$ cat src/rtl/core/lhpt_pkg.sv
// Shared types and constants of the level-hashed page table.
package lhpt_pkg;

  localparam int KEY_W = 20;
  localparam int VAL_W = 32;
  localparam int ENTRY_W = 1 + KEY_W + VAL_W;

  localparam logic MODE_INSERT = 1'b0;
  localparam logic MODE_DELETE = 1'b1;

  // Commands from the controller to the datapath.
  typedef struct packed {
    logic load;      // capture the input item, start hashing
    logic hash_occ;  // hash the captured occupant address
    logic wr;        // write a slot
    logic wr_clear;  // write an empty slot
    logic wr_occ;    // write the occupant at the current address
    logic bottom;    // level of the access
    logic use_occ;   // use occupant buckets
    logic second;    // second bucket of the pair
    logic cap_occ;   // capture the read slot as the occupant
    logic cap_pos;   // remember this slot position as the target
    logic clr;       // clearing pass write
    logic hold;      // result register load
    logic res_ok;
  } cmd_t;

  // Status from the datapath to the controller.
  typedef struct packed {
    logic hash_done;
    logic rd_valid;
    logic rd_match;
    logic mode;
  } stat_t;

endpackage

$ cat src/rtl/core/lhpt_ctrl.sv
// Controller: sequences clearing, search, eviction, delete and result handoff.
module lhpt_ctrl #(
  parameter int TABLE_BUCKETS = 256,
  parameter int SLOTS_PER_BUCKET = 4
) (
  input  logic                           clk,
  input  logic                           rst,
  input  logic                           in_valid,
  output logic                           in_stall,
  output logic                           out_valid,
  input  logic                           out_stall,
  input  lhpt_pkg::stat_t                stat,
  output lhpt_pkg::cmd_t                 cmd,
  output logic [$clog2(SLOTS_PER_BUCKET > 1 ? SLOTS_PER_BUCKET : 2)-1:0] slot,
  output logic [$clog2(TABLE_BUCKETS)-1:0] clr_bucket
);

  localparam int BW = $clog2(TABLE_BUCKETS);
  localparam int SW = $clog2(SLOTS_PER_BUCKET > 1 ? SLOTS_PER_BUCKET : 2);
  localparam logic [SW-1:0] LAST_SLOT = SW'(SLOTS_PER_BUCKET - 1);

  localparam logic [3:0] S_CLEAR  = 4'd0;
  localparam logic [3:0] S_IDLE   = 4'd1;
  localparam logic [3:0] S_HASH   = 4'd2;
  localparam logic [3:0] S_FREE   = 4'd3;  // read slot for free search
  localparam logic [3:0] S_FREEC  = 4'd4;  // check it
  localparam logic [3:0] S_EVR    = 4'd5;  // read candidate occupant
  localparam logic [3:0] S_EVC    = 4'd6;
  localparam logic [3:0] S_OHASH  = 4'd7;
  localparam logic [3:0] S_OR     = 4'd8;  // read occupant's buckets
  localparam logic [3:0] S_OC     = 4'd9;
  localparam logic [3:0] S_OMOVE  = 4'd10;
  localparam logic [3:0] S_DELR   = 4'd11;
  localparam logic [3:0] S_DELC   = 4'd12;
  localparam logic [3:0] S_DONE   = 4'd13;

  logic [3:0]    state, state_next;
  logic [SW-1:0] cslot, cslot_next;
  logic          second, second_next;
  logic          bottom, bottom_next;
  logic [1:0]    dsel, dsel_next;
  logic [SW-1:0] oslot, oslot_next;
  logic          osecond, osecond_next;
  logic          ok, ok_next;
  logic [BW-1:0] clr_bucket_next;
  logic          cand_last, occ_last;

  // Sequencer registers.
  always_ff @(posedge clk) begin
    if (rst) begin
      state      <= S_CLEAR;
      cslot      <= '0;
      second     <= 1'b0;
      bottom     <= 1'b0;
      dsel       <= '0;
      oslot      <= '0;
      osecond    <= 1'b0;
      ok         <= 1'b0;
      clr_bucket <= '0;
      out_valid  <= 1'b0;
    end else begin
      state      <= state_next;
      cslot      <= cslot_next;
      second     <= second_next;
      bottom     <= bottom_next;
      dsel       <= dsel_next;
      oslot      <= oslot_next;
      osecond    <= osecond_next;
      ok         <= ok_next;
      clr_bucket <= clr_bucket_next;
      if (cmd.hold) begin
        out_valid <= 1'b1;
      end else if (!out_stall) begin
        out_valid <= 1'b0;
      end
    end
  end

  assign in_stall  = state != S_IDLE;
  assign slot      = cmd.use_occ ? oslot : cslot;
  assign cand_last = second && cslot == LAST_SLOT;
  assign occ_last  = osecond && oslot == LAST_SLOT;

  // Next state and commands.
  always_comb begin
    state_next      = state;
    cslot_next      = cslot;
    second_next     = second;
    bottom_next     = bottom;
    dsel_next       = dsel;
    oslot_next      = oslot;
    osecond_next    = osecond;
    ok_next         = ok;
    clr_bucket_next = clr_bucket;
    cmd             = '0;
    cmd.bottom      = bottom;
    cmd.second      = second;
    unique case (state)
      S_CLEAR: begin
        cmd.clr    = 1'b1;
        cslot_next = cslot + SW'(1);
        if (cslot == LAST_SLOT) begin
          cslot_next      = '0;
          clr_bucket_next = clr_bucket + BW'(1);
          if (clr_bucket == BW'(TABLE_BUCKETS - 1)) begin
            state_next = S_IDLE;
          end
        end
      end
      S_IDLE: begin
        if (in_valid) begin
          cmd.load    = 1'b1;
          state_next  = S_HASH;
          cslot_next  = '0;
          second_next = 1'b0;
          bottom_next = 1'b0;
          dsel_next   = '0;
        end
      end
      S_HASH: begin
        if (stat.hash_done) begin
          state_next = (stat.mode == lhpt_pkg::MODE_DELETE) ? S_DELR : S_FREE;
        end
      end
      S_FREE: begin
        cmd.cap_pos = 1'b1;
        state_next  = S_FREEC;
      end
      S_FREEC: begin
        if (!stat.rd_valid) begin
          cmd.wr     = 1'b1;
          ok_next    = 1'b1;
          state_next = S_DONE;
        end else if (!cand_last) begin
          second_next = !second;
          if (second) cslot_next = cslot + SW'(1);
          state_next = S_FREE;
        end else begin
          // Level exhausted: bottom free search next, then eviction on top.
          cslot_next  = '0;
          second_next = 1'b0;
          bottom_next = !bottom;
          state_next  = bottom ? S_EVR : S_FREE;
        end
      end
      S_EVR: begin
        cmd.cap_pos = 1'b1;
        state_next  = S_EVC;
      end
      S_EVC: begin
        // Every slot is occupied at this point.
        cmd.cap_occ = 1'b1;
        state_next  = S_OHASH;
      end
      S_OHASH: begin
        cmd.hash_occ = 1'b1;
        oslot_next   = '0;
        osecond_next = 1'b0;
        state_next   = S_OR;
      end
      S_OR: begin
        cmd.use_occ = 1'b1;
        cmd.second  = osecond;
        if (stat.hash_done) state_next = S_OC;
      end
      S_OC: begin
        cmd.use_occ = 1'b1;
        cmd.second  = osecond;
        if (!stat.rd_valid) begin
          // The new entry takes the candidate's slot; the occupant moves next.
          cmd.wr     = 1'b1;
          state_next = S_OMOVE;
        end else if (!occ_last) begin
          osecond_next = !osecond;
          if (osecond) oslot_next = oslot + SW'(1);
          state_next = S_OR;
        end else if (!cand_last) begin
          second_next = !second;
          if (second) cslot_next = cslot + SW'(1);
          state_next = S_EVR;
        end else begin
          cslot_next  = '0;
          second_next = 1'b0;
          if (!bottom) begin
            bottom_next = 1'b1;
            state_next  = S_EVR;
          end else begin
            ok_next    = 1'b0;
            state_next = S_DONE;
          end
        end
      end
      S_OMOVE: begin
        cmd.use_occ = 1'b1;
        cmd.second  = osecond;
        cmd.wr      = 1'b1;
        cmd.wr_occ  = 1'b1;
        ok_next     = 1'b1;
        state_next  = S_DONE;
      end
      S_DELR: begin
        cmd.bottom  = dsel[1];
        cmd.second  = dsel[0];
        cmd.cap_pos = 1'b1;
        state_next  = S_DELC;
      end
      S_DELC: begin
        cmd.bottom = dsel[1];
        cmd.second = dsel[0];
        if (stat.rd_valid && stat.rd_match) begin
          cmd.wr       = 1'b1;
          cmd.wr_clear = 1'b1;
          ok_next      = 1'b1;
          state_next   = S_DONE;
        end else if (cslot != LAST_SLOT) begin
          cslot_next = cslot + SW'(1);
          state_next = S_DELR;
        end else begin
          cslot_next = '0;
          if (dsel == 2'd3) begin
            ok_next    = 1'b0;
            state_next = S_DONE;
          end else begin
            dsel_next  = dsel + 2'd1;
            state_next = S_DELR;
          end
        end
      end
      S_DONE: begin
        // Load the result once the previous one has left the register.
        if (!(out_valid && out_stall)) begin
          cmd.hold   = 1'b1;
          cmd.res_ok = ok;
          state_next = S_IDLE;
        end
      end
      default: begin
        state_next = S_IDLE;
      end
    endcase
  end

endmodule

$ cat config.mk
export PLATFORM = sky130hd
export DESIGN_NAME = lhpt_ctrl
export DESIGN_NICKNAME = d
export VERILOG_FILES = /design/src/rtl/core/lhpt_pkg.sv /design/src/rtl/core/lhpt_ctrl.sv
export SDC_FILE = /design/constraint.sdc
export NUM_CORES = 1
export LEC_CHECK = 0
export BUFFER_PORTS_ARGS = -buffer_cell sky130_fd_sc_hd__buf_2
export CAP_MARGIN = 20
export CORE_AREA = 5 5 76 78
export CTS_CLUSTER_DIAMETER = 100
export DETAILED_ROUTE_END_ITERATION = 6
export DIE_AREA = 0 0 81 83
export PLACE_DENSITY = 0.54
export SETUP_SLACK_MARGIN = 0.3
export SYNTH_ARGS = -nofsm -noshare
export SYNTH_HDL_FRONTEND = slang
export SYNTH_SLANG_ARGS = --single-unit
$ cat constraint.sdc
create_clock -name clk -period 2.1 [get_ports clk]
set_input_delay 0.21 -clock clk [delete_from_list [all_inputs] [get_ports clk]]
set_output_delay 0.21 -clock clk [all_outputs]
set_load 0.01 [all_outputs]
==> impl_metrics.yaml <==
synthesis:
  synth_area_leaders: "dfxtp_1, nor2_1, a21oi_1, nand2_1, o211ai_1"
  ys_seq_area_share_pct: 26.88
  synth_area_sq_mm: 0.001713
  synth_seq_cells: 23
  avgSynthCellArea_sq_um: 7.647
  yosysTopAreaCell: "dfxtp_1"
  synth_cell_types: 56
  synth_edf_count: 0
  ys.flop_type: "dfxtp_1"
  netlist.area_leader.share_pct: 26.88
  yosysWarnings: 0
  synthCells: 224
  syn_nets: 236
  synthArstFlopShare_pct: 0
pwr:
  p_int_mw: 0.5979
  p_clk_share_pct: 35.7
  irDropWorstVdd_mv: 0.2703
  total_leakage_power_nw: 0.9361
  netSwitchingPower_mw: 0.2061
  seq_power_share_pct: 55.3
  combPwrFrac_pct: 9.0
  switching_share_pct: 25.63
  finalPower_mw: 0.8040
  power_density_mw_per_mm2: 351.5
cts:
  insertion_delay_ns: 0.27
  clockRootBuffer: "clkbuf_8"
  cts.sink_count: 23
  cts_tree: "built"
  clk_path_buf_depth: 2
  cts_buffers: 3
  cts.htree.levels: 1
  clk_pin_slew_ns: 0.09
floorplan:
  io_pins: 33
  die_y_um: 83
  die_area_sq_mm: 0.006723
  die_x_um: 81
  start_util_pct: 34.19
  num_rows: 26
  design.core.area_sq_mm: 0.005010
place:
  placed_area_sq_mm: 0.001998
  dp_slack_ns: 0.1936
  routabilityCongestion: 0.8408
  portBuffers: 32
  hpwl_um: 3685
  placed_cells: 326
timing:
  rsz0062_at_grt: "true"
  worst_slack_ns: 0.2643
  worst_slew_pin_slew_ns: 0.4470
  fin_crit_sh_pct: 87.42
  fin_worst_skew_ns: 0.007255
  hold_ws_ns: 0.2424
  period_minus_slack_ns: 1.836
  hold_viol: 0
  tns_ns: 0
  max_freq_mhz: 544.7
  slew_viol_final: 0
  maxSlewHeadroom_pct: 69.93
  setup_viol: 0
worst_hold_path:
  hp-class: "in2reg"
  hp-start: "out_stall"
  hold_path_depth: 3
drt:
  num_vias: 1844
  via_per_inst: 5.299
  drt-initial-drc-count: 124
  detail-route-antenna-nets: 0
  drc: 0
  totalWireLength_um: 5189
  dr.pass1.iters: 4
  detail_route.wl_per_cell_um: 14.91
finish:
  area_growth_pct: 33.53
  final_area_sq_mm: 0.002287
  nFillCells: 507
  drive_above_1_share_pct: 34.53
  final_util_pct: 45.65
  nNetsFinal: 291
  fin_cells: 348
  num_antenna_cells: 0
run:
  cap_violations: 0
global_route:
  grt_busiest_layer: "met2"
  grtUsageMet3_pct: 3.788
  grt_util_met2_pct: 23.82
  grt_overflow_total: 0
  grt_pass1_vias: 1775
  grt_use_met1_pct: 21.24
  grt_pass1_wl_um: 8424
  antenna_found_initial: 0
  grt_usage_pct: 15.54
  grt_max_degree: 21
critical_path:
  crit_required_ns: 1.89
  crit_path_start_kind: "flip-flop"
  endpoint_kind: "output pin"
  crit_start: "state[1]$_SDFFE_PP0P_"
  ff2ff_path_depth: 5
  critPathArrivalTime_ns: 1.63
  reg2reg_from: "state[1]$_SDFFE_PP0P_"
  cp_max_fo: 8
  path_class: "reg2out"
run_status:
  outcome: "finished, final reports clean"
## layout by cell type, fill, tap and decap left out, drive strengths merged, types with 2 or more instances in the layout
cell type / instances
buf: 65
nor4: 5
o22ai: 2
inv: 7
xor2: 6
a22oi: 3
clkbuf: 4
nand3b: 3
nor2: 24
ha: 4
mux2i: 5
nand2b: 5
a211oi: 2
clkinv: 2
nand3: 7
and2: 3
or3: 3
a21o: 2
and3: 4
o211ai: 8
nor3: 5
o21ai: 11
nand4bb: 2
a21oi: 17
nand2: 19
nand4: 5
mux2: 3
nand4b: 2
dfxtp: 23
o2bb2ai: 2
nor2b: 5
o21a: 4
## synthesized netlist by cell type, types with 3 or more instances
cell and n:
buf_2 6, dfxtp_1 23, inv_1 6, mux2i_1 5, ha_1 4, nand3_1 6, a22oi_1 3, a21oi_1 16
nor2b_1 5, nor2_1 24, or3_1 3, nand2b_1 5, o21a_1 4, mux2_2 3, and3_1 4, nor3_1 5
nand4_1 5, nor4_1 4, o21ai_0 10, o211ai_1 8, nand3b_1 3, xor2_1 6, nand2_1 19, and2_1 3
clkbuf_1 7
## layer usage
layer / wire length (um) / share of wire (%)
met1: 2451 / 47
met2: 2353 / 45
met3: 292 / 5.6
met4: 92 / 1.8
met5: 0 / 0
## critical path, cell delays in order, from the launching register on
cell and delay (ns):
dfxtp_4 0.38, or4b_4 0.57, a21oi_4 0.17, or3_4 0.15
buf_6 0.09
## flip-flops by register name (all words and copies together), names as in the netlist
register,cells
dsel,2
oslot,2
ok,1
second,1
state,4
cslot,2
bottom,1
out_valid,1
clr_bucket,8
osecond,1
## timing repair
action	4_1_cts	5_1_grt
endpoints found under the setup margin	18	13
hold buffers	0	0
pin swaps	2	2
buffers inserted	9	9
resized for setup	17	12
## logic make-up after synthesis
family	Yosys count	share of synthesized area, %
xor+xnor	7	3.579
mux	8	4.894
compound gates	59	22.72
simple gates	99	32.43
fa+ha+maj	4	2.922
flops	23	26.88
buf+inv	24	6.574
## cell type report
cell class / instances / area [sq um] / area share, %
tap: 70 / 87.58 / 3.829
multi-input combinational: 177 / 1219 / 53.28
timing repair buffer: 66 / 429.2 / 18.76
sequential: 23 / 475.5 / 20.79
clock buffer: 3 / 41.29 / 1.805
clock inverter: 1 / 5.005 / 0.2188
inverter: 8 / 30.03 / 1.313
## power by group through the flow
stage / Combinational, mW / Clock (mW) / Sequential [mW]
6_report: 0.0723 / 0.287 / 0.445
5_1_grt: 0.0800 / 0.315 / 0.446
4_1_cts: 0.0723 / 0.294 / 0.445
3_5_place_dp: 0.0716 / 0 / 0.459
3_3_place_gp: 0.0725 / 0 / 0.460
2_1_floorplan: 0.0400 / 0 / 0.459
## final timing paths
| check | to | slack, ns |
|---|---|---|
| setup / recovery | cmd[10] | 0.26 |
| hold / removal | out_valid$_SDFFE_PP0P_ | 0.24 |
| setup reg to reg | cslot[1]$_SDFFE_PP0P_ | 0.36 |
| hold reg to reg | ok$_SDFFE_PP0P_ | 0.46 |
No activity file was read; power rests on OpenSTA's default activity.
